===== src/hw/rtl/ids_pkg.sv =====
// ----------------------------------------------------------------------------
// ids_pkg: shared types and constants for the ignition dwell scheduler
// Mode codes, register indexes, field widths and the sequencer state type.
// ----------------------------------------------------------------------------
package ids_pkg;

   // default parameter values
   localparam int TICK_BITS_DEFAULT           = 32;
   localparam int ANGLE_FRACTION_BITS_DEFAULT = 6;

   // fixed field widths
   localparam int TPS_BITS       = 32;  // ticks per second register
   localparam int RATE_BITS      = 20;  // position_rate, degrees per second
   localparam int CYC_DEG_BITS   = 10;  // holds 720
   localparam int DELTA_MAG_BITS = 17;  // |tdc - advance - position| < 2^17
   localparam int REQ_DATA_BITS  = 200;
   localparam int RSP_DATA_BITS  = 72;

   localparam logic [CYC_DEG_BITS-1:0] CYCLE_DEG_SEQ  = 10'd720;
   localparam logic [CYC_DEG_BITS-1:0] CYCLE_DEG_WASTE = 10'd360;

   localparam logic [TPS_BITS-1:0] TPS_RESET = 32'd1000000;

   // item kinds
   localparam logic [1:0] MODE_SCHEDULE     = 2'd0;
   localparam logic [1:0] MODE_DWELL_FIRED  = 2'd1;
   localparam logic [1:0] MODE_IGNITE_FIRED = 2'd2;

   // register indexes
   localparam logic CSR_TDC_ANGLE        = 1'b0;
   localparam logic CSR_TICKS_PER_SECOND = 1'b1;

   typedef enum logic [3:0] {
      ST_IDLE,   // waiting for a beat
      ST_DEC,    // decode kind, start angle modulo
      ST_MOD,    // angle modulo cycle
      ST_DIVC,   // cycle ticks division
      ST_DIVA,   // angle ticks division
      ST_CHK,    // history check
      ST_AL1,    // re-anchor dwell history past now - cycle
      ST_ADV,    // align to previous dwell
      ST_AL2,    // alignment division
      ST_FIN,    // dwell and spark ticks, clamp window
      ST_FIN2,   // clamp and arm
      ST_EMIT    // load result register
   } state_type;

endpackage


===== src/hw/rtl/ignition_dwell_scheduler_top.sv =====
// ----------------------------------------------------------------------------
// ignition_dwell_scheduler_top: ignition coil dwell and spark scheduler
// Turns crank angle to TDC into timer ticks, aligns the dwell start to the
// previous dwell and arms dwell/spark timers; handles fired timer events.
// ----------------------------------------------------------------------------
//
// Channel  Dir  Handshake              Payload
// req      in   req_tvalid/req_tready  req_tdata (item fields), req_tuser (mode)
// rsp      out  rsp_tvalid/rsp_tready  rsp_tdata (ticks and armed/coil flags)
// csr      in   csr_valid/csr_ready    csr_index, csr_data
//
// Flow: timer events, mode 3 and unsynced requests go from decode straight
// to the result. A schedule request runs the angle modulo, cycle ticks and
// angle ticks divisions, plus up to two alignment divisions, before the
// result. The shared restoring divider, one quotient bit per cycle, does all
// of these divisions. One item is in work at a time.
// Reset: synchronous, clears all scheduler state and config to reset values.
// Stalls: a finished result waits in the output register while the next beat
// is accepted; the sequencer holds before loading it until that register frees.
//
module ignition_dwell_scheduler_top #(
   parameter int TICK_BITS           = ids_pkg::TICK_BITS_DEFAULT,
   parameter int ANGLE_FRACTION_BITS = ids_pkg::ANGLE_FRACTION_BITS_DEFAULT
) (
   input  logic        clock,
   input  logic        reset,
   // request channel
   input  logic        req_tvalid,
   output logic        req_tready,
   // synced, enable, sequential, position[15:0], position_rate[19:0],
   // calculated_tick[31:0], current_tick[31:0], dwell_ticks[23:0],
   // advance[14:0], max_deviation_ticks[23:0], event_tick[31:0], 2 pad bits
   input  logic [ids_pkg::REQ_DATA_BITS-1:0] req_tdata,
   // mode[1:0]
   input  logic [1:0]  req_tuser,
   // result channel
   output logic        rsp_tvalid,
   input  logic        rsp_tready,
   // dwell_at[31:0], ignite_at[31:0], dwell_armed, ignite_armed, coil_on,
   // 5 pad bits
   output logic [ids_pkg::RSP_DATA_BITS-1:0] rsp_tdata,
   // configuration
   input  logic        csr_valid,
   output logic        csr_ready,
   input  logic        csr_index,
   input  logic [31:0] csr_data
);

   localparam int TW     = TICK_BITS;
   localparam int AFB    = ANGLE_FRACTION_BITS;
   localparam int ANG_W  = ids_pkg::CYC_DEG_BITS + AFB;
   localparam int MUL_W  = ids_pkg::TPS_BITS + ANG_W;
   localparam int NUM_W  = (TW > MUL_W) ? TW : MUL_W;
   localparam int DEN_W  = (TW > ids_pkg::RATE_BITS + AFB) ? TW : ids_pkg::RATE_BITS + AFB;
   localparam int CNT_W  = $clog2(NUM_W + 1);
   localparam int K_MOD  = ids_pkg::DELTA_MAG_BITS;
   localparam int K_CYC  = ids_pkg::TPS_BITS + ids_pkg::CYC_DEG_BITS;
   localparam int K_ANG  = MUL_W;
   localparam int K_TICK = TW;
   localparam logic [TW-1:0] CYCLE_MAX = {1'b0, {(TW-1){1'b1}}};

   // wraparound tick compare: a before b
   function automatic logic t_less(input logic [TW-1:0] a, input logic [TW-1:0] b);
      logic [TW-1:0] d;
      d = a - b;
      return d[TW-1];
   endfunction

   // ---------------------------------------------------------------------
   // registers
   // ---------------------------------------------------------------------
   ids_pkg::state_type state_ff, state_in;

   logic [15:0]       tdc_ff, tdc_in;
   logic [31:0]       tps_ff, tps_in;

   logic [TW-1:0]     last_ff, last_in;
   logic              dwelling_ff, dwelling_in;
   logic              prev_seq_ff, prev_seq_in;
   logic              dp_ff, dp_in;
   logic              ip_ff, ip_in;
   logic [TW-1:0]     fired_ff, fired_in;

   logic [ids_pkg::REQ_DATA_BITS-1:0] item_ff;
   logic [1:0]        kind_ff;

   logic              rsp_valid_ff, rsp_valid_in;
   logic [ids_pkg::RSP_DATA_BITS-1:0] rsp_data_ff, rsp_data_in;

   // shared divider
   logic [NUM_W-1:0]  div_num_ff, div_num_in;
   logic [DEN_W-1:0]  div_rem_ff, div_rem_in;
   logic [DEN_W-1:0]  div_den_ff, div_den_in;
   logic [CNT_W-1:0]  div_cnt_ff, div_cnt_in;

   // datapath
   logic [MUL_W-1:0]  mul_ff, mul_in;
   logic [ANG_W-1:0]  ang_ff, ang_in;
   logic              neg_ff, neg_in;
   logic [TW-1:0]     c_ff, c_in;
   logic [TW-1:0]     h_ff, h_in;
   logic [TW-1:0]     h3_ff, h3_in;
   logic [TW-1:0]     lim_ff, lim_in;
   logic [TW-1:0]     da_ff, da_in;
   logic [TW-1:0]     ig_ff, ig_in;
   logic [TW-1:0]     a_ff, a_in;
   logic [TW-1:0]     lo_ff, lo_in;
   logic [TW-1:0]     hi_ff, hi_in;
   logic [TW-1:0]     res_da_ff, res_da_in;
   logic [TW-1:0]     res_ig_ff, res_ig_in;

   // ---------------------------------------------------------------------
   // item fields
   // ---------------------------------------------------------------------
   logic                      f_synced, f_enable, f_seq;
   logic [15:0]               f_pos;
   logic [19:0]               f_rate;
   logic [31:0]               f_calc, f_now, f_ev;
   logic [23:0]               f_dw, f_dev;
   logic [14:0]               f_adv;

   assign f_synced = item_ff[0];
   assign f_enable = item_ff[1];
   assign f_seq    = item_ff[2];
   assign f_pos    = item_ff[18:3];
   assign f_rate   = item_ff[38:19];
   assign f_calc   = item_ff[70:39];
   assign f_now    = item_ff[102:71];
   assign f_dw     = item_ff[126:103];
   assign f_adv    = item_ff[141:127];
   assign f_dev    = item_ff[165:142];
   assign f_ev     = item_ff[197:166];

   logic [TW-1:0]             calc_t, now_t, dw_t, dev_t, ev_t;
   logic [19:0]               rate1;
   logic [ids_pkg::CYC_DEG_BITS-1:0] cyc_deg;
   logic [DEN_W-1:0]          cyc_q;

   assign calc_t  = TW'(f_calc);
   assign now_t   = TW'(f_now);
   assign dw_t    = TW'(f_dw);
   assign dev_t   = TW'(f_dev);
   assign ev_t    = TW'(f_ev);
   assign rate1   = (f_rate == '0) ? 20'd1 : f_rate;
   assign cyc_deg = f_seq ? ids_pkg::CYCLE_DEG_SEQ : ids_pkg::CYCLE_DEG_WASTE;
   assign cyc_q   = DEN_W'(cyc_deg) << AFB;

   // ---------------------------------------------------------------------
   // divider step: restoring, one quotient bit per cycle
   // ---------------------------------------------------------------------
   logic [DEN_W:0]   div_part, div_diff;
   logic             div_ge;
   logic             div_done;

   assign div_part = {div_rem_ff, div_num_ff[NUM_W-1]};
   assign div_diff = div_part - {1'b0, div_den_ff};
   assign div_ge   = div_part >= {1'b0, div_den_ff};
   assign div_done = div_cnt_ff == '0;

   // ---------------------------------------------------------------------
   // handshakes
   // ---------------------------------------------------------------------
   logic req_fire;

   assign req_tready = state_ff == ids_pkg::ST_IDLE;
   assign req_fire   = req_tvalid && req_tready;
   assign csr_ready  = 1'b1;
   assign rsp_tvalid = rsp_valid_ff;
   assign rsp_tdata  = rsp_data_ff;

   // ---------------------------------------------------------------------
   // state register
   // ---------------------------------------------------------------------
   always_ff @(posedge clock) begin
      if (reset) begin
         state_ff <= ids_pkg::ST_IDLE;
      end else begin
         state_ff <= state_in;
      end
   end

   // control and scheduler state
   always_ff @(posedge clock) begin
      if (reset) begin
         tdc_ff       <= '0;
         tps_ff       <= ids_pkg::TPS_RESET;
         last_ff      <= '0;
         dwelling_ff  <= 1'b0;
         prev_seq_ff  <= 1'b0;
         dp_ff        <= 1'b0;
         ip_ff        <= 1'b0;
         fired_ff     <= '0;
         rsp_valid_ff <= 1'b0;
         div_cnt_ff   <= '0;
      end else begin
         tdc_ff       <= tdc_in;
         tps_ff       <= tps_in;
         last_ff      <= last_in;
         dwelling_ff  <= dwelling_in;
         prev_seq_ff  <= prev_seq_in;
         dp_ff        <= dp_in;
         ip_ff        <= ip_in;
         fired_ff     <= fired_in;
         rsp_valid_ff <= rsp_valid_in;
         div_cnt_ff   <= div_cnt_in;
      end
   end

   // payload
   always_ff @(posedge clock) begin
      if (req_fire) begin
         item_ff <= req_tdata;
         kind_ff <= req_tuser;
      end
      rsp_data_ff <= rsp_data_in;
      div_num_ff  <= div_num_in;
      div_rem_ff  <= div_rem_in;
      div_den_ff  <= div_den_in;
      mul_ff      <= mul_in;
      ang_ff      <= ang_in;
      neg_ff      <= neg_in;
      c_ff        <= c_in;
      h_ff        <= h_in;
      h3_ff       <= h3_in;
      lim_ff      <= lim_in;
      da_ff       <= da_in;
      ig_ff       <= ig_in;
      a_ff        <= a_in;
      lo_ff       <= lo_in;
      hi_ff       <= hi_in;
      res_da_ff   <= res_da_in;
      res_ig_ff   <= res_ig_in;
   end

   // ---------------------------------------------------------------------
   // sequencer and datapath
   // ---------------------------------------------------------------------
   logic signed [18:0] delta;
   logic [18:0]        delta_mag;
   logic [TW-1:0]      rem_t;
   logic [NUM_W-1:0]   q_c;
   logic [TW-1:0]      c_sat;
   logic [TW-1:0]      ig_calc;
   logic               hist_bad;
   logic [TW-1:0]      a_try;
   logic [TW-1:0]      da_fin;
   logic [TW-1:0]      lost_ig;

   always_comb begin
      state_in     = state_ff;
      tdc_in       = tdc_ff;
      tps_in       = tps_ff;
      last_in      = last_ff;
      dwelling_in  = dwelling_ff;
      prev_seq_in  = prev_seq_ff;
      dp_in        = dp_ff;
      ip_in        = ip_ff;
      fired_in     = fired_ff;
      rsp_valid_in = rsp_valid_ff && !rsp_tready;
      rsp_data_in  = rsp_data_ff;

      div_num_in   = {div_num_ff[NUM_W-2:0], div_ge};
      div_rem_in   = div_ge ? div_diff[DEN_W-1:0] : div_part[DEN_W-1:0];
      div_den_in   = div_den_ff;
      div_cnt_in   = div_done ? div_cnt_ff : div_cnt_ff - CNT_W'(1);
      if (div_done) begin
         div_num_in = div_num_ff;
         div_rem_in = div_rem_ff;
      end

      mul_in    = mul_ff;
      ang_in    = ang_ff;
      neg_in    = neg_ff;
      c_in      = c_ff;
      h_in      = h_ff;
      h3_in     = h3_ff;
      lim_in    = lim_ff;
      da_in     = da_ff;
      ig_in     = ig_ff;
      a_in      = a_ff;
      lo_in     = lo_ff;
      hi_in     = hi_ff;
      res_da_in = res_da_ff;
      res_ig_in = res_ig_ff;

      delta     = $signed({3'b000, tdc_ff}) - {{4{f_adv[14]}}, f_adv}
                  - $signed({3'b000, f_pos});
      delta_mag = delta[18] ? 19'(-delta) : 19'(delta);
      rem_t     = TW'(div_rem_ff);
      q_c       = div_num_ff;
      if (q_c == '0) begin
         c_sat = TW'(1);
      end else if (q_c > NUM_W'(CYCLE_MAX)) begin
         c_sat = CYCLE_MAX;
      end else begin
         c_sat = TW'(q_c);
      end
      ig_calc  = TW'(div_num_ff) + calc_t - (c_ff << 1);
      hist_bad = (last_ff == '0) || t_less(last_ff + dw_t, calc_t - h3_ff)
                 || t_less(calc_t + h3_ff, last_ff);
      a_try    = dwelling_ff ? da_ff + h_ff : da_ff - h_ff;
      da_fin   = dwelling_ff ? a_ff - h_ff : a_ff + h_ff;
      lost_ig  = last_ff + dw_t;

      if (csr_valid && csr_ready) begin
         case (csr_index)
            ids_pkg::CSR_TDC_ANGLE:        tdc_in = csr_data[15:0];
            ids_pkg::CSR_TICKS_PER_SECOND: tps_in = csr_data;
            default: ;
         endcase
      end

      case (state_ff)
         ids_pkg::ST_IDLE: begin
            if (req_fire) begin
               state_in = ids_pkg::ST_DEC;
            end
         end

         ids_pkg::ST_DEC: begin
            res_da_in = '0;
            res_ig_in = '0;
            state_in  = ids_pkg::ST_EMIT;
            case (kind_ff)
               ids_pkg::MODE_DWELL_FIRED: begin
                  if (dp_ff) begin
                     dp_in       = 1'b0;
                     fired_in    = ev_t;
                     dwelling_in = 1'b1;
                     if (!dwelling_ff) begin
                        last_in = (ev_t == '0) ? TW'(1) : ev_t;
                     end
                  end
               end
               ids_pkg::MODE_IGNITE_FIRED: begin
                  if (ip_ff) begin
                     ip_in       = 1'b0;
                     dwelling_in = 1'b0;
                  end
               end
               ids_pkg::MODE_SCHEDULE: begin
                  if (!f_synced || !f_enable) begin
                     // lost sync or disabled: fire any charge in progress
                     dp_in = 1'b0;
                     if (!ip_ff && dwelling_ff) begin
                        ip_in     = 1'b1;
                        last_in   = '0;
                        res_ig_in = lost_ig;
                     end
                  end else begin
                     if (prev_seq_ff != f_seq) begin
                        dp_in       = 1'b0;
                        last_in     = '0;
                        prev_seq_in = f_seq;
                     end
                     mul_in     = tps_ff * ANG_W'(cyc_deg);
                     neg_in     = delta[18];
                     div_num_in = NUM_W'(delta_mag[K_MOD-1:0]) << (NUM_W - K_MOD);
                     div_rem_in = '0;
                     div_den_in = cyc_q;
                     div_cnt_in = CNT_W'(K_MOD);
                     state_in   = ids_pkg::ST_MOD;
                  end
               end
               default: ;
            endcase
         end

         ids_pkg::ST_MOD: begin
            if (div_done) begin
               // C remainder truncates toward zero; bring into [0, cycle)
               if (neg_ff && div_rem_ff != '0) begin
                  ang_in = ANG_W'(cyc_q - div_rem_ff);
               end else begin
                  ang_in = ANG_W'(div_rem_ff);
               end
               div_num_in = NUM_W'(mul_ff) << (NUM_W - K_CYC);
               div_rem_in = '0;
               div_den_in = DEN_W'(rate1);
               div_cnt_in = CNT_W'(K_CYC);
               state_in   = ids_pkg::ST_DIVC;
            end
         end

         ids_pkg::ST_DIVC: begin
            mul_in = tps_ff * ang_ff;
            if (div_done) begin
               c_in       = c_sat;
               div_num_in = NUM_W'(mul_ff) << (NUM_W - K_ANG);
               div_rem_in = '0;
               div_den_in = DEN_W'(rate1) << AFB;
               div_cnt_in = CNT_W'(K_ANG);
               state_in   = ids_pkg::ST_DIVA;
            end
         end

         ids_pkg::ST_DIVA: begin
            h_in   = c_ff >> 1;
            h3_in  = (c_ff >> 1) + ((c_ff >> 1) << 1);
            lim_in = now_t - c_ff;
            if (div_done) begin
               da_in    = ig_calc - dw_t;
               state_in = ids_pkg::ST_CHK;
            end
         end

         ids_pkg::ST_CHK: begin
            state_in = ids_pkg::ST_ADV;
            if (!dp_ff && hist_bad) begin
               if (t_less(da_ff, lim_ff) || da_ff == lim_ff) begin
                  div_num_in = NUM_W'(lim_ff - da_ff) << (NUM_W - K_TICK);
                  div_rem_in = '0;
                  div_den_in = DEN_W'(c_ff);
                  div_cnt_in = CNT_W'(K_TICK);
                  state_in   = ids_pkg::ST_AL1;
               end else begin
                  last_in = da_ff;
               end
            end
         end

         ids_pkg::ST_AL1: begin
            if (div_done) begin
               // first cycle step strictly past now - cycle
               last_in  = lim_ff - rem_t + c_ff;
               state_in = ids_pkg::ST_ADV;
            end
         end

         ids_pkg::ST_ADV: begin
            a_in     = a_try;
            state_in = ids_pkg::ST_FIN;
            if (t_less(a_try, last_ff)) begin
               div_num_in = NUM_W'(last_ff - a_try) << (NUM_W - K_TICK);
               div_rem_in = '0;
               div_den_in = DEN_W'(c_ff);
               div_cnt_in = CNT_W'(K_TICK);
               state_in   = ids_pkg::ST_AL2;
            end
         end

         ids_pkg::ST_AL2: begin
            if (div_done) begin
               // round the gap up to whole cycles
               a_in     = last_ff + ((rem_t != '0) ? c_ff - rem_t : '0);
               state_in = ids_pkg::ST_FIN;
            end
         end

         ids_pkg::ST_FIN: begin
            da_in    = da_fin;
            ig_in    = da_fin + dw_t;
            lo_in    = fired_ff + dw_t - dev_t;
            hi_in    = fired_ff + dw_t + dev_t;
            state_in = ids_pkg::ST_FIN2;
         end

         ids_pkg::ST_FIN2: begin
            dp_in = 1'b1;
            ip_in = 1'b1;
            if (!dwelling_ff) begin
               res_da_in = da_ff;
               res_ig_in = ig_ff;
            end else begin
               // coil already charging: keep spark near fired dwell + dwell
               res_da_in = da_ff + c_ff;
               if (t_less(ig_ff, lo_ff)) begin
                  res_ig_in = lo_ff;
               end else if (t_less(hi_ff, ig_ff)) begin
                  res_ig_in = hi_ff;
               end else begin
                  res_ig_in = ig_ff;
               end
            end
            state_in = ids_pkg::ST_EMIT;
         end

         ids_pkg::ST_EMIT: begin
            if (!rsp_valid_ff || rsp_tready) begin
               rsp_valid_in = 1'b1;
               rsp_data_in  = {5'b00000, dwelling_ff, ip_ff, dp_ff,
                               32'(res_ig_ff), 32'(res_da_ff)};
               state_in     = ids_pkg::ST_IDLE;
            end
         end

         default: state_in = ids_pkg::ST_IDLE;
      endcase
   end

   // ---------------------------------------------------------------------
   // assertions
   // ---------------------------------------------------------------------
   a_busy_not_ready: assert property (@(posedge clock) disable iff (reset)
      !div_done |-> !req_tready)
      else $error("divider busy while accepting a beat");

   a_cycle_range: assert property (@(posedge clock) disable iff (reset)
      state_ff == ids_pkg::ST_DIVA |-> (c_ff != '0 && !c_ff[TW-1]))
      else $error("cycle ticks outside saturation range");

   a_rem_below_den: assert property (@(posedge clock) disable iff (reset)
      (state_ff == ids_pkg::ST_AL2 && div_done) |-> div_rem_ff < div_den_ff)
      else $error("divider remainder not below divisor");

endmodule

===== config.mk =====
export PLATFORM = sky130hd
export DESIGN_NAME = ignition_dwell_scheduler_top
export DESIGN_NICKNAME = d
export VERILOG_FILES = /design/src/hw/rtl/ids_pkg.sv /design/src/hw/rtl/ignition_dwell_scheduler_top.sv
export SDC_FILE = /design/constraint.sdc
export NUM_CORES = 2
export LEC_CHECK = 0
export ABC_CLOCK_PERIOD_IN_PS = 15650
export BUFFER_PORTS_ARGS = -buffer_cell sky130_fd_sc_hd__buf_2
export CAP_MARGIN = 10
export CORE_MARGIN = 8
export CORE_UTILIZATION = 45
export DETAILED_ROUTE_END_ITERATION = 16
export GPL_ROUTABILITY_DRIVEN = 0
export RECOVER_POWER = 25
export SLEW_MARGIN = 20
export SYNTH_ARGS = -nofsm -noshare
export SYNTH_HDL_FRONTEND = slang
export SYNTH_SLANG_ARGS = --single-unit
export TNS_END_PERCENT = 10

===== constraint.sdc =====
create_clock -name clock -period 15.65 [get_ports clock]
set_input_delay 0.7825 -clock clock [delete_from_list [all_inputs] [get_ports clock]]
set_output_delay 0.7825 -clock clock [all_outputs]
set_load 0.01 [all_outputs]

==> flow_summary_export.csv <==
group,metric,value,unit
die,ioPinCount,315,
die,rows,166,
cells_and_area,fill_cells,19000,
setup_path,worstPathArrival,10.89,ns
clock_tree,post_cts_buffers,0,
placed_design,dp_hpwl,250000,microns
power_and_ir_drop,power,22.6,mW
run_status,status,"complete, but fails checks",
sta,layout_min_cycle_time,10.52,ns
sta,setup-violations-final,0,
power_and_ir_drop,power.leakage,44.9,nW
die,dieArea,219000,sq um
grt,grt_pass1_vias,76705,
detailed_routing,drtIter0Drc,6908,
clock_tree,cts_root_buf,"clkbuf_16",
grt,grt_overflow,0,
setup_path,slowest_delay,2.11,ns
cells_and_area,layout.nets,12046,
setup_path,critPathSlowestCell,"dfxtp_1",
detailed_routing,vias_per_cell,5.89,
setup_path,cp-end-kind,"flop",
die,start_util,0.451,
grt,gr-usage-all-layers,0.277,
clock_tree,cts.htree.levels,3,
logic_synthesis,yosysMostFrequentCell,"inv_1",
clock_tree,cts.path.max_buffers,3,
logic_synthesis,synth_top_cell_by_area,"edfxtp_1",
sta,setup_tns,0,ns
logic_synthesis,yosys.area_share.simple,0.136,
grt,grt_max_degree,90,
logic_synthesis,synth-async-reset-ratio,0,
detailed_routing,routedWlPerCell,24.3,microns
logic_synthesis,syn_area,92000,sq um
detailed_routing,postRouteAntennaNets,0,
cells_and_area,utilization,0.491,
logic_synthesis,synth_compound_area_frac,0.164,
grt,antenna_found_initial,15,
logic_synthesis,yosys-top-cells-count,"inv_1, ha_1, nand2_1",
detailed_routing,drcViolationCount,0,
clock_tree,cts_tree,"done",
clock_tree,cts_sinks,920,
logic_synthesis,ys_seq_elements,920,
detailed_routing,drt_pass1_iterations,8,
logic_synthesis,synthMuxAreaShare,0.00646,
grt,grt_pass1_wl,463000,microns
setup_path,cp-start-kind,"flop",
sta,worst_slew_pin_slew,2.67,ns
run_status,failed_checks,"capacitance limit, slew limit",
power_and_ir_drop,powerDensity,226,nW/um^2
worst_hold_path,min_path_type,"primary input to flop",
clock_tree,cts_buffers,108,
clock_tree,cts_resized,0,
logic_synthesis,synth_cell_types,104,
clock_tree,hold_buffers,0,
setup_path,setup.worst_path.class,"flop to flop",
die,die_h,468,microns
cells_and_area,layout-drive-gt1-share,0.0645,
logic_synthesis,ys_warn_count,0,
logic_synthesis,synth_top_area_share,0.233,
logic_synthesis,synth-seq-area-share,0.278,
logic_synthesis,synth_top_family_by_area,"adder cells",
clock_tree,clkTransAtPathRegs,0.06,ns
logic_synthesis,synth_xor_xnor_area_share,0.0584,
detailed_routing,wl,313000,microns
power_and_ir_drop,ir_worst_vdd,0.000317,V
placed_design,port_buffers,306,
run,drv_cap,3,
setup_path,cp_top_family,"compound AO/OA/AOI/OAI gates",
cells_and_area,syn2layout_area_growth,8.93,%
logic_synthesis,syn_inst,9953,
sta,worst_clock_skew,0.0755,ns
logic_synthesis,synth_adder_area_share,0.288,
sta,final_hold_viol_count,0,
sta,max_freq,95.1,MHz
clock_tree,clock_latency,0.78,ns
sta,relSlewSlack,-0.780,
die,dieWidth,468,microns
sta,grt_setup_unrepaired,"false",
logic_synthesis,ys.flop_type,"edfxtp_1",
setup_path,cp_num_buf_inv,3,
placed_design,post-place-ws,5.23,ns
logic_synthesis,synth_area_leaders,"edfxtp_1, fa_1, ha_1, inv_1, dfxtp_1",
logic_synthesis,avgSynthCellArea,9.25,sq um
die,core,204000,sq um
sta,timing.final.crit_share,0.672,
setup_path,cp.required,16.02,ns
logic_synthesis,synth_edf_count,713,
sta,setup_slack,5.13,ns
detailed_routing,vias,76057,
setup_path,crit_path_max_fanout,59,
sta,slew_viol_final,112,
[power by group]
part	internal, mW	switching, mW	total (mW)	leakage [nW]
sequential	3.54	0.799	4.34	8.27
clock	1.59	1.18	2.76	1.83
combinational	6.00	9.51	15.5	34.8
total	11.1	11.5	22.6	44.9
[worst register-to-register path, delay by kind of cell, from the launching register on]
kind	cells	cell delay (ns)
AO/OA/AOI/OAI	10	3.40
XOR/XNOR	3	0.84
adder cells (fa/ha/maj)	2	0.77
buffers and inverters	3	1.05
flip-flops	1	2.11
multiplexers	1	0.61
AND/OR/NAND/NOR	6	1.26
[cell usage in the layout, fill, tap and decap left out, types with 61 or more instances in the layout]
cell type / count
ha_1: 973
xnor2_1: 383
nor2_1: 640
dfxtp_1: 207
nor4_1: 61
buf_2: 240
a21oi_1: 684
buf_4: 122
a31oi_1: 83
and2_1: 211
clkbuf_16: 109
edfxtp_1: 713
a211oi_1: 121
nor3_1: 153
a21o_1: 255
fa_1: 714
nand3_1: 110
o21a_1: 119
nand2_1: 936
nand2b_1: 120
nor2b_1: 120
o21ai_0: 466
clkbuf_1: 90
and3_1: 63
inv_1: 1295
xor2_1: 226
[routing by layer]
| layer | vias to the layer above | global-route usage | routed length [microns] |
|---|---|---|---|
| met5 | - | 0 | 21 |
| li1 | 34614 | - | - |
| met4 | 4 | 0.142 | 18800 |
| met3 | 820 | 0.0435 | 25200 |
| met2 | 3405 | 0.461 | 144000 |
| met1 | 37214 | 0.350 | 125000 |
[registers in the layout (all words and copies together), names as in the netlist, 6 cells and up]
signal / cells
tps_ff: 32
hi_ff: 31
div_cnt_ff: 6
div_num_ff: 48
ang_ff: 16
c_ff: 32
h3_ff: 32
ig_ff: 32
last_ff: 32
da_ff: 32
item_ff: 198
tdc_ff: 16
rsp_tdata: 67
lo_ff: 32
mul_ff: 48
res_ig_ff: 32
h_ff: 30
fired_ff: 32
div_den_ff: 32
lim_ff: 32
a_ff: 32
res_da_ff: 32
div_rem_ff: 32
[final cells by class]
cell class	instances	area, sq um	area share
Timing Repair Buffer	433	2380	0.0238
Antenna cell	4	10.0	0.0000999
Clock buffer	134	2880	0.0287
Inverter	1298	4880	0.0487
Sequential cell	920	25600	0.255
Clock inverter	71	923	0.00921
Tap cell	2688	3360	0.0336
Multi-Input combinational cell	7358	60200	0.601
[final timing paths]
check | slack (ns) | cells past startpoint | from | end
setup / recovery | 5.13 | 25 | dwelling_ff$_SDFFE_PP0P_ | div_den_ff[1]$_SDFFCE_PP0P_
hold / removal | 0.18 | 1 | req_tuser[1] | kind_ff[1]$_DFFE_PP_
setup reg to reg | 5.13 | 25 | dwelling_ff$_SDFFE_PP0P_ | div_den_ff[1]$_SDFFCE_PP0P_
hold reg to reg | 0.42 | 0 | res_ig_ff[25]$_DFFE_PN_ | rsp_tdata[57]$_DFFE_PP_
[cells by family after synthesis]
logic type	Yosys count
fa+ha+maj	1687
flops	920
other cells	2
xor+xnor	612
compound gates	2326
buf+inv	1683
simple gates	2664
mux	59
[per-stage QoR]
| step | hold slack (ns) | std cells | area [sq um] |
|---|---|---|---|
| 2_1_floorplan | 0.400 | 9961 | 92100 |
| 3_3_place_gp | 0.402 | 12696 | 96500 |
| 3_5_place_dp | 0.405 | 12696 | 96500 |
| 4_1_cts | 0.117 | 12901 | 100000 |
| 5_1_grt | 0.141 | 12902 | 100000 |
| 6_report | 0.177 | 12906 | 100000 |
No activity file was read; power rests on OpenSTA's default activity.
